`config.mk`:
```
export PLATFORM = sky130hd
export DESIGN_NAME = keyframe_linear_interpolator
export DESIGN_NICKNAME = d
export VERILOG_FILES = /design/src/rtl/kli_pkg.sv /design/src/rtl/keyframe_linear_interpolator.sv /design/src/rtl/kli_div.sv /design/src/rtl/kli_dp.sv /design/src/rtl/kli_ctrl.sv
export VERILOG_INCLUDE_DIRS = /design/src /design/src/rtl
export SDC_FILE = /design/constraint.sdc
export NUM_CORES = 2
export LEC_CHECK = 0
export BUFFER_PORTS_ARGS = -buffer_cell sky130_fd_sc_hd__buf_2
export CAP_MARGIN = 20
export CORE_ASPECT_RATIO = 0.7
export CORE_MARGIN = 10
export CORE_UTILIZATION = 30
export DETAILED_ROUTE_END_ITERATION = 6
export GPL_TIMING_DRIVEN = 0
export PLACE_DENSITY_LB_ADDON = 0.05
export SYNTH_ARGS = -nofsm -noshare
export SYNTH_HDL_FRONTEND = slang
export SYNTH_SLANG_ARGS = --single-unit
```
`constraint.sdc`:
```
create_clock -name clk -period 11.6 [get_ports clk]
set_input_delay 0 -clock clk [delete_from_list [all_inputs] [get_ports clk]]
set_output_delay 0 -clock clk [all_outputs]
set_load 0.05 [all_outputs]
```
`src/rtl/keyframe_linear_interpolator_assert.svh`:
```
// Assertion macros shared by the keyframe interpolator RTL.
// No dependencies; simulation-only bodies, empty under SYNTHESIS.
`ifndef KEYFRAME_LINEAR_INTERPOLATOR_ASSERT_SVH
`define KEYFRAME_LINEAR_INTERPOLATOR_ASSERT_SVH
`ifndef SYNTHESIS
`define KLI_ASSERT(name, cond) \
  name: assert property (@(posedge clk) disable iff (rst) (cond)) \
    else $error("kli check failed");
`define KLI_ASSERT_IMP(name, ante, cons) \
  name: assert property (@(posedge clk) disable iff (rst) (ante) |-> (cons)) \
    else $error("kli check failed");
`define KLI_ASSERT_NEXT(name, ante, cons) \
  name: assert property (@(posedge clk) disable iff (rst) (ante) |=> (cons)) \
    else $error("kli check failed");
`else
`define KLI_ASSERT(name, cond)
`define KLI_ASSERT_IMP(name, ante, cons)
`define KLI_ASSERT_NEXT(name, ante, cons)
`endif
`endif

```
`src/rtl/kli_pkg.sv`:
```
// Shared types and constants of the keyframe interpolator.
// No dependencies; imported by all kli modules.
package kli_pkg;

  localparam int VAL_W     = 16;
  localparam int DUR_W     = 20;
  localparam int TIME_W    = 24;
  localparam int CNT_W     = 16;
  localparam int PROD_W    = TIME_W + VAL_W + 2;
  localparam int DIVD_W    = TIME_W + VAL_W;
  localparam int DIV_CNT_W = $clog2(DIVD_W);
  localparam int STEP_W    = 17;

  // 65536 in Q8.16 is one unit of normalized time
  localparam logic [DIVD_W-1:0] TIME_ONE = DIVD_W'(65536);

  typedef enum logic [1:0] {
    KIND_CLEAR  = 2'd0,
    KIND_APPEND = 2'd1,
    KIND_SAMPLE = 2'd2,
    KIND_NOP    = 2'd3
  } kind_t;

  typedef enum logic {
    CFG_INITIAL_VALUE = 1'b0,
    CFG_OUTPUT_COUNT  = 1'b1
  } cfg_reg_t;

  typedef enum logic {
    DIV_INTERP = 1'b0,
    DIV_STEP   = 1'b1
  } div_sel_t;

  typedef enum logic [1:0] {
    VAL_PREV   = 2'd0,
    VAL_TGT    = 2'd1,
    VAL_INTERP = 2'd2
  } val_sel_t;

  typedef struct packed {
    logic     restart;
    logic     append;
    logic     rd_seg;
    logic     skip;
    logic     mul;
    logic     div_start;
    div_sel_t div_sel;
    logic     val_load;
    val_sel_t val_sel;
    logic     out_load;
    logic     out_ovr;
    logic     step_update;
    logic     step_from_div;
  } kli_cmd_t;

  typedef struct packed {
    logic ovr;
    logic seg_avail;
    logic can_append;
    logic seg_done;
    logic dur_zero;
    logic t_before;
    logic div_busy;
    logic div_done;
    logic step_zero;
    logic out_free;
  } kli_stat_t;

endpackage

```
`src/rtl/keyframe_linear_interpolator.sv`:
```
// A sample request walks past finished segments through the frame store (S_RD and
// S_CHK for each segment skipped); a bit-serial divider runs at most once for the
// interpolation quotient and at most once for the time step. Clear, append and
// ignored requests finish in S_IDLE. One request is in flight at a time.
// Synchronous reset: no frames, time and sample count 0, output_count 2.
module keyframe_linear_interpolator #(
  parameter int MAX_FRAMES = 16
) (
  input  logic                       clk,
  input  logic                       rst,
  input  logic                       in_valid,
  output logic                       in_ready,
  input  logic [1:0]                 kind,
  input  logic [kli_pkg::VAL_W-1:0]  new_value,
  input  logic [kli_pkg::DUR_W-1:0]  new_duration,
  output logic                       out_valid,
  input  logic                       out_ready,
  output logic [kli_pkg::VAL_W-1:0]  sample_value,
  output logic [kli_pkg::CNT_W-1:0]  sample_index,
  output logic                       is_final,
  output logic                       overrun,
  input  logic                       cfg_valid,
  output logic                       cfg_ready,
  input  logic                       cfg_index,
  input  logic [15:0]                cfg_data
);
  import kli_pkg::*;

  kli_cmd_t  cmd;
  kli_stat_t stat;

  assign cfg_ready = 1'b1;

  kli_ctrl u_ctrl (
    .clk      (clk),
    .rst      (rst),
    .in_valid (in_valid),
    .in_ready (in_ready),
    .kind     (kind),
    .cmd      (cmd),
    .stat     (stat)
  );

  kli_dp #(
    .MAX_FRAMES (MAX_FRAMES)
  ) u_dp (
    .clk          (clk),
    .rst          (rst),
    .cmd          (cmd),
    .stat         (stat),
    .cfg_valid    (cfg_valid),
    .cfg_index    (cfg_index),
    .cfg_data     (cfg_data),
    .new_value    (new_value),
    .new_duration (new_duration),
    .out_valid    (out_valid),
    .out_ready    (out_ready),
    .sample_value (sample_value),
    .sample_index (sample_index),
    .is_final     (is_final),
    .overrun      (overrun)
  );

endmodule

```
`src/rtl/kli_div.sv`:
```
// Restoring divider, one quotient bit per cycle, with remainder-nonzero flag.
// Depends on kli_pkg.
module kli_div (
  input  logic                        clk,
  input  logic                        rst,
  input  logic                        start,
  input  logic [kli_pkg::DIVD_W-1:0]  dividend,
  input  logic [kli_pkg::DUR_W-1:0]   divisor,
  output logic                        busy,
  output logic                        done,
  output logic [kli_pkg::DIVD_W-1:0]  quot,
  output logic                        rem_nz
);
  import kli_pkg::*;

  logic [DIV_CNT_W-1:0] cnt;
  logic [DUR_W-1:0]     rem;
  logic [DIVD_W-1:0]    quo;
  logic [DUR_W-1:0]     dsr;
  logic [DUR_W:0]       shifted;
  logic [DUR_W:0]       trial;
  logic                 fits;

  always_comb begin
    shifted = {rem, quo[DIVD_W-1]};
    trial   = shifted - {1'b0, dsr};
    fits    = ~trial[DUR_W];
  end

  always_ff @(posedge clk) begin
    if (rst) begin
      busy <= 1'b0;
      done <= 1'b0;
    end else begin
      done <= 1'b0;
      if (start) begin
        busy <= 1'b1;
      end else if (busy && cnt == DIV_CNT_W'(DIVD_W - 1)) begin
        busy <= 1'b0;
        done <= 1'b1;
      end
    end
  end

  always_ff @(posedge clk) begin
    if (start) begin
      cnt <= '0;
      rem <= '0;
      quo <= dividend;
      dsr <= divisor;
    end else if (busy) begin
      cnt <= cnt + DIV_CNT_W'(1);
      rem <= fits ? trial[DUR_W-1:0] : shifted[DUR_W-1:0];
      quo <= {quo[DIVD_W-2:0], fits};
    end
  end

  assign quot   = quo;
  assign rem_nz = |rem;

endmodule

```
`src/rtl/kli_dp.sv`:
```
// Datapath: config registers, keyframe store, segment walk, interpolation and output register.
// Depends on kli_pkg, kli_div and the assertion header.
`include "keyframe_linear_interpolator_assert.svh"
module kli_dp #(
  parameter int MAX_FRAMES = 16
) (
  input  logic                       clk,
  input  logic                       rst,
  input  kli_pkg::kli_cmd_t          cmd,
  output kli_pkg::kli_stat_t         stat,
  input  logic                       cfg_valid,
  input  logic                       cfg_index,
  input  logic [15:0]                cfg_data,
  input  logic [kli_pkg::VAL_W-1:0]  new_value,
  input  logic [kli_pkg::DUR_W-1:0]  new_duration,
  output logic                       out_valid,
  input  logic                       out_ready,
  output logic [kli_pkg::VAL_W-1:0]  sample_value,
  output logic [kli_pkg::CNT_W-1:0]  sample_index,
  output logic                       is_final,
  output logic                       overrun
);
  import kli_pkg::*;

  localparam int CW = $clog2(MAX_FRAMES + 1);
  localparam int AW = (MAX_FRAMES > 1) ? $clog2(MAX_FRAMES) : 1;

  logic [VAL_W-1:0]  initial_value;
  logic [CNT_W-1:0]  output_count;

  logic [VAL_W-1:0]  mem_tgt [MAX_FRAMES];
  logic [DUR_W-1:0]  mem_dur [MAX_FRAMES];

  logic [CW-1:0]     loaded;
  logic [CW-1:0]     ptr;
  logic [TIME_W-1:0] start_time;
  logic [VAL_W-1:0]  prev;
  logic [TIME_W-1:0] cur_time;
  logic [CNT_W-1:0]  samples;

  logic [VAL_W-1:0]        rd_tgt;
  logic [DUR_W-1:0]        rd_dur;
  logic signed [PROD_W-1:0] prod;
  logic [VAL_W-1:0]        value;

  logic [TIME_W:0]          seg_end;
  logic [TIME_W-1:0]        diff_t;
  logic signed [VAL_W:0]    delta;
  logic signed [PROD_W-1:0] mul_res;
  logic [PROD_W-1:0]        prod_mag;
  logic [DIVD_W-1:0]        div_dividend;
  logic [DUR_W-1:0]         div_divisor;
  logic                     div_start;
  logic                     div_busy;
  logic                     div_done;
  logic [DIVD_W-1:0]        div_quot;
  logic                     div_rem_nz;
  logic [DIVD_W:0]          neg_mag;
  logic [DIVD_W:0]          pos_sum;
  logic [VAL_W-1:0]         interp_val;
  logic [VAL_W-1:0]         value_next;
  logic [STEP_W-1:0]        step;
  logic [CNT_W:0]           samples_inc;

  // segment arithmetic
  always_comb begin
    seg_end = {1'b0, start_time} + {{(TIME_W - DUR_W + 1){1'b0}}, rd_dur};
    diff_t  = cur_time - start_time;
    delta   = $signed({1'b0, rd_tgt}) - $signed({1'b0, prev});
    mul_res = $signed({1'b0, diff_t}) * delta;
    prod_mag = prod[PROD_W-1] ? PROD_W'(-prod) : PROD_W'(prod);
  end

  always_comb begin
    div_start = cmd.div_start;
    case (cmd.div_sel)
      DIV_INTERP: begin
        div_dividend = prod_mag[DIVD_W-1:0];
        div_divisor  = rd_dur;
      end
      DIV_STEP: begin
        div_dividend = TIME_ONE;
        div_divisor  = DUR_W'(output_count - CNT_W'(1));
      end
      default: begin
        div_dividend = prod_mag[DIVD_W-1:0];
        div_divisor  = rd_dur;
      end
    endcase
  end

  kli_div u_div (
    .clk      (clk),
    .rst      (rst),
    .start    (div_start),
    .dividend (div_dividend),
    .divisor  (div_divisor),
    .busy     (div_busy),
    .done     (div_done),
    .quot     (div_quot),
    .rem_nz   (div_rem_nz)
  );

  // floor rounding: a negative quotient rounds away from zero when inexact
  always_comb begin
    neg_mag = {1'b0, div_quot} + (DIVD_W + 1)'(div_rem_nz);
    pos_sum = {{(DIVD_W - VAL_W + 1){1'b0}}, prev} + {1'b0, div_quot};
    if (prod[PROD_W-1]) begin
      if (neg_mag > {{(DIVD_W - VAL_W + 1){1'b0}}, prev}) begin
        interp_val = '0;
      end else begin
        interp_val = prev - neg_mag[VAL_W-1:0];
      end
    end else if (|pos_sum[DIVD_W:VAL_W]) begin
      interp_val = {VAL_W{1'b1}};
    end else begin
      interp_val = pos_sum[VAL_W-1:0];
    end
  end

  always_comb begin
    case (cmd.val_sel)
      VAL_PREV:   value_next = prev;
      VAL_TGT:    value_next = rd_tgt;
      VAL_INTERP: value_next = interp_val;
      default:    value_next = prev;
    endcase
    step        = cmd.step_from_div ? div_quot[STEP_W-1:0] : '0;
    samples_inc = {1'b0, samples} + (CNT_W + 1)'(1);
  end

  always_comb begin
    stat.ovr        = samples >= output_count;
    stat.seg_avail  = ptr < loaded;
    stat.can_append = loaded < CW'(MAX_FRAMES);
    stat.seg_done   = seg_end <= {1'b0, cur_time};
    stat.dur_zero   = rd_dur == '0;
    stat.t_before   = cur_time < start_time;
    stat.div_busy   = div_busy;
    stat.div_done   = div_done;
    stat.step_zero  = output_count <= CNT_W'(1);
    stat.out_free   = !out_valid || out_ready;
  end

  // control state
  always_ff @(posedge clk) begin
    if (rst) begin
      initial_value <= '0;
      output_count  <= CNT_W'(2);
      loaded        <= '0;
      ptr           <= '0;
      start_time    <= '0;
      prev          <= '0;
      cur_time      <= '0;
      samples       <= '0;
      out_valid     <= 1'b0;
    end else begin
      if (cfg_valid) begin
        case (cfg_reg_t'(cfg_index))
          CFG_INITIAL_VALUE: initial_value <= cfg_data;
          CFG_OUTPUT_COUNT:  output_count  <= cfg_data;
          default:           initial_value <= initial_value;
        endcase
      end
      if (cmd.restart) begin
        loaded     <= '0;
        ptr        <= '0;
        start_time <= '0;
        prev       <= initial_value;
        cur_time   <= '0;
        samples    <= '0;
      end
      if (cmd.append) begin
        loaded <= loaded + CW'(1);
      end
      if (cmd.skip) begin
        start_time <= seg_end[TIME_W-1:0];
        prev       <= rd_tgt;
        ptr        <= ptr + CW'(1);
      end
      if (cmd.step_update) begin
        cur_time <= cur_time + TIME_W'(step);
        samples  <= samples_inc[CNT_W-1:0];
      end
      if (cmd.out_load) begin
        out_valid <= 1'b1;
      end else if (out_ready) begin
        out_valid <= 1'b0;
      end
    end
  end

  always_ff @(posedge clk) begin
    if (cmd.append) begin
      mem_tgt[loaded[AW-1:0]] <= new_value;
      mem_dur[loaded[AW-1:0]] <= new_duration;
    end
    if (cmd.rd_seg) begin
      rd_tgt <= mem_tgt[ptr[AW-1:0]];
      rd_dur <= mem_dur[ptr[AW-1:0]];
    end
  end

  always_ff @(posedge clk) begin
    if (cmd.mul) begin
      prod <= mul_res;
    end
    if (cmd.val_load) begin
      value <= value_next;
    end
    if (cmd.out_load) begin
      sample_value <= cmd.out_ovr ? '0 : value;
      sample_index <= samples;
      is_final     <= !cmd.out_ovr && (samples_inc == {1'b0, output_count});
      overrun      <= cmd.out_ovr;
    end
  end

  `KLI_ASSERT(a_loaded_max, loaded <= CW'(MAX_FRAMES))
  `KLI_ASSERT(a_ptr_in_range, ptr <= loaded)
  `KLI_ASSERT_NEXT(a_skip_advances, cmd.skip && !cmd.restart, ptr == $past(ptr) + CW'(1))

endmodule

```
`src/rtl/kli_ctrl.sv`:
```
// Controller: sequences request decode, segment skip, multiply, divides and output.
// Depends on kli_pkg and the assertion header.
`include "keyframe_linear_interpolator_assert.svh"
module kli_ctrl (
  input  logic               clk,
  input  logic               rst,
  input  logic               in_valid,
  output logic               in_ready,
  input  logic [1:0]         kind,
  output kli_pkg::kli_cmd_t  cmd,
  input  kli_pkg::kli_stat_t stat
);
  import kli_pkg::*;

  typedef enum logic [3:0] {
    S_IDLE,
    S_RD,
    S_CHK,
    S_MUL,
    S_DIV,
    S_EMIT,
    S_STEP,
    S_STEPW
  } state_t;

  state_t state;
  state_t state_next;
  logic   ovr_req;
  logic   ovr_req_next;
  logic   accept;

  assign in_ready = state == S_IDLE;
  assign accept   = in_valid && in_ready;

  always_comb begin
    cmd          = '0;
    state_next   = state;
    ovr_req_next = ovr_req;
    case (state)
      S_IDLE: begin
        if (accept) begin
          case (kind_t'(kind))
            KIND_CLEAR:  cmd.restart = 1'b1;
            KIND_APPEND: cmd.append  = stat.can_append;
            KIND_SAMPLE: begin
              ovr_req_next = stat.ovr;
              state_next   = stat.ovr ? S_EMIT : S_RD;
            end
            KIND_NOP:    state_next = S_IDLE;
            default:     state_next = S_IDLE;
          endcase
        end
      end
      S_RD: begin
        if (stat.seg_avail) begin
          cmd.rd_seg = 1'b1;
          state_next = S_CHK;
        end else begin
          cmd.val_load = 1'b1;
          cmd.val_sel  = VAL_PREV;
          state_next   = S_EMIT;
        end
      end
      S_CHK: begin
        if (stat.seg_done) begin
          cmd.skip   = 1'b1;
          state_next = S_RD;
        end else if (stat.dur_zero) begin
          cmd.val_load = 1'b1;
          cmd.val_sel  = VAL_TGT;
          state_next   = S_EMIT;
        end else if (stat.t_before) begin
          cmd.val_load = 1'b1;
          cmd.val_sel  = VAL_PREV;
          state_next   = S_EMIT;
        end else begin
          cmd.mul    = 1'b1;
          state_next = S_MUL;
        end
      end
      S_MUL: begin
        cmd.div_start = 1'b1;
        cmd.div_sel   = DIV_INTERP;
        state_next    = S_DIV;
      end
      S_DIV: begin
        cmd.div_sel = DIV_INTERP;
        if (stat.div_done) begin
          cmd.val_load = 1'b1;
          cmd.val_sel  = VAL_INTERP;
          state_next   = S_EMIT;
        end
      end
      S_EMIT: begin
        if (stat.out_free) begin
          cmd.out_load = 1'b1;
          cmd.out_ovr  = ovr_req;
          state_next   = ovr_req ? S_IDLE : S_STEP;
        end
      end
      S_STEP: begin
        cmd.div_sel = DIV_STEP;
        if (stat.step_zero) begin
          cmd.step_update = 1'b1;
          state_next      = S_IDLE;
        end else begin
          cmd.div_start = 1'b1;
          state_next    = S_STEPW;
        end
      end
      S_STEPW: begin
        cmd.div_sel = DIV_STEP;
        if (stat.div_done) begin
          cmd.step_update   = 1'b1;
          cmd.step_from_div = 1'b1;
          state_next        = S_IDLE;
        end
      end
      default: state_next = S_IDLE;
    endcase
  end

  always_ff @(posedge clk) begin
    if (rst) begin
      state   <= S_IDLE;
      ovr_req <= 1'b0;
    end else begin
      state   <= state_next;
      ovr_req <= ovr_req_next;
    end
  end

  `KLI_ASSERT_IMP(a_div_idle_on_start, cmd.div_start, !stat.div_busy)
  `KLI_ASSERT_IMP(a_out_slot_free, cmd.out_load, stat.out_free)
  `KLI_ASSERT_IMP(a_read_in_range, cmd.rd_seg, stat.seg_avail)

endmodule

```
; Word-level counts from Yosys, hierarchy flattened
; Memory sizes are Yosys's and may differ from the RTL's. A register that Yosys moved wholly into a read port is not among the register bits.
; Cells that the tools add are included.
[totals]
output_inout_bits = 37
latchBits = 0
register_bits = 308
rom_bits = 0
ramBits = 576
memories = 2
inputBits = 60
[mem_list]
columns = memory, depth, word_bits, read_ports, rd_clocked_by_memory_dff, write_ports, line
row1 = u_dp.mem_dur, 16, 20, 1, 1, 1, kli_dp.sv:32  ; logic [DUR_W-1:0] mem_dur [MAX_FRAMES];
row2 = u_dp.mem_tgt, 16, 16, 1, 1, 1, kli_dp.sv:31  ; logic [VAL_W-1:0] mem_tgt [MAX_FRAMES];
[classes]
n_div = 0
reduce_logical = 23
add_sub_neg = 14
bitwise = 3
shifts = 0
mux = 67
n_eq_ne = 19
mul = 1
order_cmp = 7
[ops]
columns = cell, n
row1 = two-way mux 40 bit, 3
row2 = two-way mux 16 bit, 7
row3 = case mux 40 bit (2 select lines), 1
row4 = two-way mux 24 bit, 3
row5 = multiplier 25 x 17 -> 42 bit, 1
row6 = adder 16 x 40 -> 41 bit, 1
row7 = adder 40 x 1 -> 41 bit, 1
row8 = > comparator 41 x 16 -> 1 bit, 1
row9 = negation 40 bit, 1
row10 = case mux 20 bit (2 select lines), 1
row11 = two-way mux 3 bit, 11
row12 = case mux 16 bit (2 select lines), 1
row13 = case mux 4 bit (8 select lines), 1
row14 = adder 24 x 20 -> 25 bit, 1
row15 = <= comparator 25 x 24 -> 1 bit, 1
row16 = OR reduction 25 bit, 1
row17 = adder 24 x 17 -> 24 bit, 1
row18 = less-than comparator 24 bit, 1
row19 = subtractor 24 bit, 1
row20 = subtractor 21 x 20 -> 21 bit, 1
row21 = zero test 20 bit, 1
row22 = two-way mux 20 bit, 1
row23 = two-way mux 4 bit, 5
row24 = OR reduction 20 bit, 1
row25 = 38 further kinds, 86

; Depth between registers and ports, before layout
[depth]
ltp_word = 7
ltp_mapped = 35
depth_no_buf = 35

; Modules after synthesis
; From an unflattened synthesis, not the netlist that was laid out.
[unflattened]
hier_cells = 5237
area_unflattened_um2 = 59639.7
[modules_own_cells]
columns = mod, area_per_inst_um2, cells_per_inst, seq_area_each_um2, instances
row1 = kli_dp, 54424.7, 4733, 23572.6, 1
row2 = kli_div, 4680.7, 428, 2362.3, 1
row3 = kli_ctrl, 523.0, 74, 80.1, 1
row4 = keyframe_linear_interpolator, 11.3, 2, 0.0, 1

; Least setup slack after synthesis
; OpenSTA, ideal clock, no wires.
[synth_path]
path_type = register -> register
start = reg u_dp.prev[1]
end = reg u_dp.prod[39] (data pin)
required_ps = 11334
slack_ps = 2918
path_buffers = 1
setup_ps = 266
stages_incl_launch_ff = 34
arrival_time_ps = 8416
period_less_slack_ps = 8682
cell_sequence = dfxtp_1 -> inv_1 -> ha_1 -> nor2b_1 -> o21ai_0 -> a21oi_1 -> o211ai_1 -> a21oi_1 -> a2111oi_0 -> nor3_1 -> or2_2 -> a211oi_1 -> clkbuf_1 -> nor2_1 -> fa_1 -> inv_1 -> fa_1 -> inv_1 -> fa_1 -> fa_1 -> fa_1 -> inv_1 -> fa_1 -> inv_1 -> ha_1 -> a21o_1 -> a21o_1 -> a21oi_1 -> nor2b_1 -> a41o_1 -> a31oi_1 -> o22ai_1 -> o41ai_1 -> xnor2_1
[synth_between]
elab_chain_len = 2
[synth_lines]
columns = item, line
row1 = "start, declared", kli_dp.sv:37  ; logic [VAL_W-1:0] prev;
row2 = "start signal, assigned", kli_dp.sv:169  ; prev <= initial_value;
row3 = "start signal, assigned", kli_dp.sv:178  ; prev <= rd_tgt;
row4 = subtractor 16 x 16 -> 17 bit, kli_dp.sv:69  ; delta = $signed({1'b0, rd_tgt}) - $signed({1'b0, prev});
row5 = multiplier 25 x 17 -> 42 bit, kli_dp.sv:70  ; mul_res = $signed({1'b0, diff_t}) * delta;
row6 = via u_dp.mul_res[39], kli_dp.sv:49  ; logic signed [PROD_W-1:0] mul_res;
row7 = "end signal, assigned", kli_dp.sv:206  ; prod <= mul_res;
row8 = "end, declared", kli_dp.sv:43  ; logic signed [PROD_W-1:0] prod;
; The timed path passes the listed nets, and every way through them passes these cells.
; A chain may end at the register's enable or synchronous reset.

; Worst setup path in the final report
[layout_path]
start = reg u_dp.rd_tgt[0] (read register of u_dp.mem_tgt)
end = reg u_dp.prod[41] (data pin)
[layout_between]
elab_chain_len = 2
[layout_lines]
columns = item, line
row1 = "start, declared", kli_dp.sv:41  ; logic [VAL_W-1:0] rd_tgt;
row2 = subtractor 16 x 16 -> 17 bit, kli_dp.sv:69
row3 = multiplier 25 x 17 -> 42 bit, kli_dp.sv:70
row4 = via u_dp.mul_res[41], kli_dp.sv:49
; The timed path passes the listed nets, and every way through them passes these cells.

==> results.yml <==
setup_path:
  end_kind: "flip-flop"
  cpMostUsedCell: "fa_1"
  cp.arrival_ns: 11.46
  max_stage_delay_ns: 0.75
  cp_max_fo: 10
  cp-start-kind: "flip-flop"
  cpMaxStageDelayCell: "clkbuf_1"
  required_ns: 12.07
  worstSetupPathType: "flip-flop to flip-flop"
global_routing:
  grt_usage: 0.192
  grt_overflow: 0
  antenna_found_initial: 21
  grt_pass1_vias: 41800
  grt_pass1_wl_um: 303000
  grt_start_max_net_pins: 36
timing:
  max_clock_freq_mhz: 91.0
  rsz0062_at_grt: "false"
  tightest_slew_ns: 1.13
  fin_skew_ns: 0.0514
  finalMaxSlewViolations: 0
  setup_viol: 0
  setup-tns-final_ns: 0
  period_share: 0.948
  relSlewSlack: 0.239
  period_needed_ns: 10.99
  timing.final.hold_violations: 0
detailed_routing:
  antenna_left: 0
  vias_per_cell: 5.04
  drt-wirelength-per-cell_um: 25.4
  drc_errors: 0
  drt_iter0_drc: 3606
  vias: 41300
  dr.pass1.iters: 6
  drt-total-wl_um: 207000
status:
  status: "finished clean"
hold_path:
  min_path_type: "input port to flip-flop"
final_layout:
  nets: 6227
  stdcell_count: 8181
  final.fill_count: 19400
  synthToLayoutAreaGrowth_pct: 16.1
  layout_commonest_cell: "edfxtp_1"
  most-common-layout-cells: "763 x edfxtp_1, 566 x inv_1, 515 x nand2_1"
  layout-drive-gt1-share: 0.112
logic_synthesis:
  synth_fp_nets: 5861
  synth_flop_cell: "edfxtp_1"
  syn_avg_cell_area_um2: 11.4
  synthArstFlopShare: 0
  synth-seq-area-share: 0.445
  synth_cells: 5122
  ys_types: 77
  synth_area_um2: 58500
  synth_edf_count: 763
  yosys_warnings: 0
  ys_seq_elements: 918
flow_run:
  max_cap_violations: 0
die:
  die_area_um2: 213000
  core_area_um2: 194000
  dieWidth_um: 548
  io_pins: 97
  fp-row-count: 135
  die_h_um: 389
  start_util: 0.302
clock_network:
  clockBufferDepth: 3
  htree_levels: 3
  cts_sinks: 918
  numCtsBuffers: 98
  cts_tree: "done"
  cts-root-buf: "clkbuf_16"
  clk_latency_ns: 0.74
  clk_pin_slew_worst_paths_ns: 0.06
  post_cts_buffers: 0
placement:
  gp_congestion: 0.873
  portBuffers: 94
  dp.cells: 7911
  hpwl_um: 162000
metal layers:
metal / share of wire / global-route usage
met5: 0.00010 / 0
met4: 0.014 / 0.0292
met3: 0.067 / 0.0365
met2: 0.39 / 0.262
met1: 0.53 / 0.313
sequential cells by signal (all words and copies together), names as in the netlist, 20 cells and up:
register and count:
u_dp.cur_time 24, u_dp.mem_dur 320, u_dp.mem_tgt 256, u_dp.prod 41, u_dp.rd_dur 20, u_dp.start_time 24
u_dp.u_div.dsr 20, u_dp.u_div.quot 40, u_dp.u_div.rem 20
final timing paths:
kind	start	endpoint	slack, ns	cells after the start
max	u_dp.rd_tgt[0]	u_dp.prod[41]	0.61	31
min	cfg_data[10]	u_dp.output_count[10]	0.09	4
max reg2reg	u_dp.rd_tgt[0]	u_dp.prod[41]	0.61	31
min reg2reg	u_dp.initial_value[6]	u_dp.initial_value[6]	0.46	2
logic make-up (layout without fill, tap and decap cells):
| kind of cell | Yosys count | in the layout | share of synthesized area |
|---|---|---|---|
| xor+xnor | 268 | 268 | 0.0402 |
| flops | 918 | 918 | 0.445 |
| buf+inv | 774 | 1223 | 0.0498 |
| compound gates | 821 | 821 | 0.0888 |
| mux | 210 | 210 | 0.0746 |
| simple gates | 1451 | 1451 | 0.113 |
| other cells | 1 | 8 | 0.0000641 |
| fa+ha+maj | 679 | 679 | 0.188 |
synthesized netlist by cell type, types with 53 or more instances:
master	n	area [um^2]
nand3_1	113	566
mux4_2	180	4050
nand2_1	515	1930
fa_1	336	6730
nor3_1	85	425
a21o_1	77	578
clkbuf_1	184	691
nor2_1	406	1520
o21ai_0	192	961
and2_1	53	332
ha_1	343	4290
inv_1	566	2120
xor2_1	99	867
edfxtp_1	763	22900
xnor2_1	169	1480
a21oi_1	257	1290
dfxtp_1	155	3100
critical path: cells and delay by family, from the launching register on:
family	cells	cell delay [ns]
xor+xnor	1	0.13
fa+ha+maj	9	4.43
flops	1	0.69
buf+inv	4	1.00
simple gates	2	0.31
compound gates	15	4.17
metrics by stage:
stage | setup slack, ns | area, um^2 | hold slack [ns] | util
after floorplan | 2.92 | 58500 | 0.0989 | -
after global placement | -0.712 | 62200 | 0.283 | 0.321
after detailed placement | -0.00569 | 63700 | 0.281 | 0.329
after CTS | 0.0181 | 67700 | 0.0441 | 0.350
after global routing | 0.0481 | 67900 | 0.0875 | 0.351
final | 0.606 | 67900 | 0.0946 | 0.351
final cells by class:
type / count / area [um^2] / share of cell area
clock inverter: 57 / 659 / 0.00971
buffer: 207 / 786 / 0.0116
inverter: 567 / 2130 / 0.0314
clock buffer: 126 / 2680 / 0.0395
timing repair buffer: 266 / 2570 / 0.0379
sequential: 918 / 26000 / 0.383
antenna: 7 / 17.5 / 0.000258
tap: 2603 / 3260 / 0.0480
multi-input combinational: 3430 / 29800 / 0.439
repair_timing:
item / in CTS / in global routing
endpoints found under the hold margin: 620 / 0
pin swaps: 0 / 0
gates resized for setup: 1 / 12
setup endpoints to repair: 5 / 15
hold buffers: 69 / 0
Power is left out: the tool's default activity adds up to more than one toggle a clock period on the data nets, which glitch-free logic cannot reach.
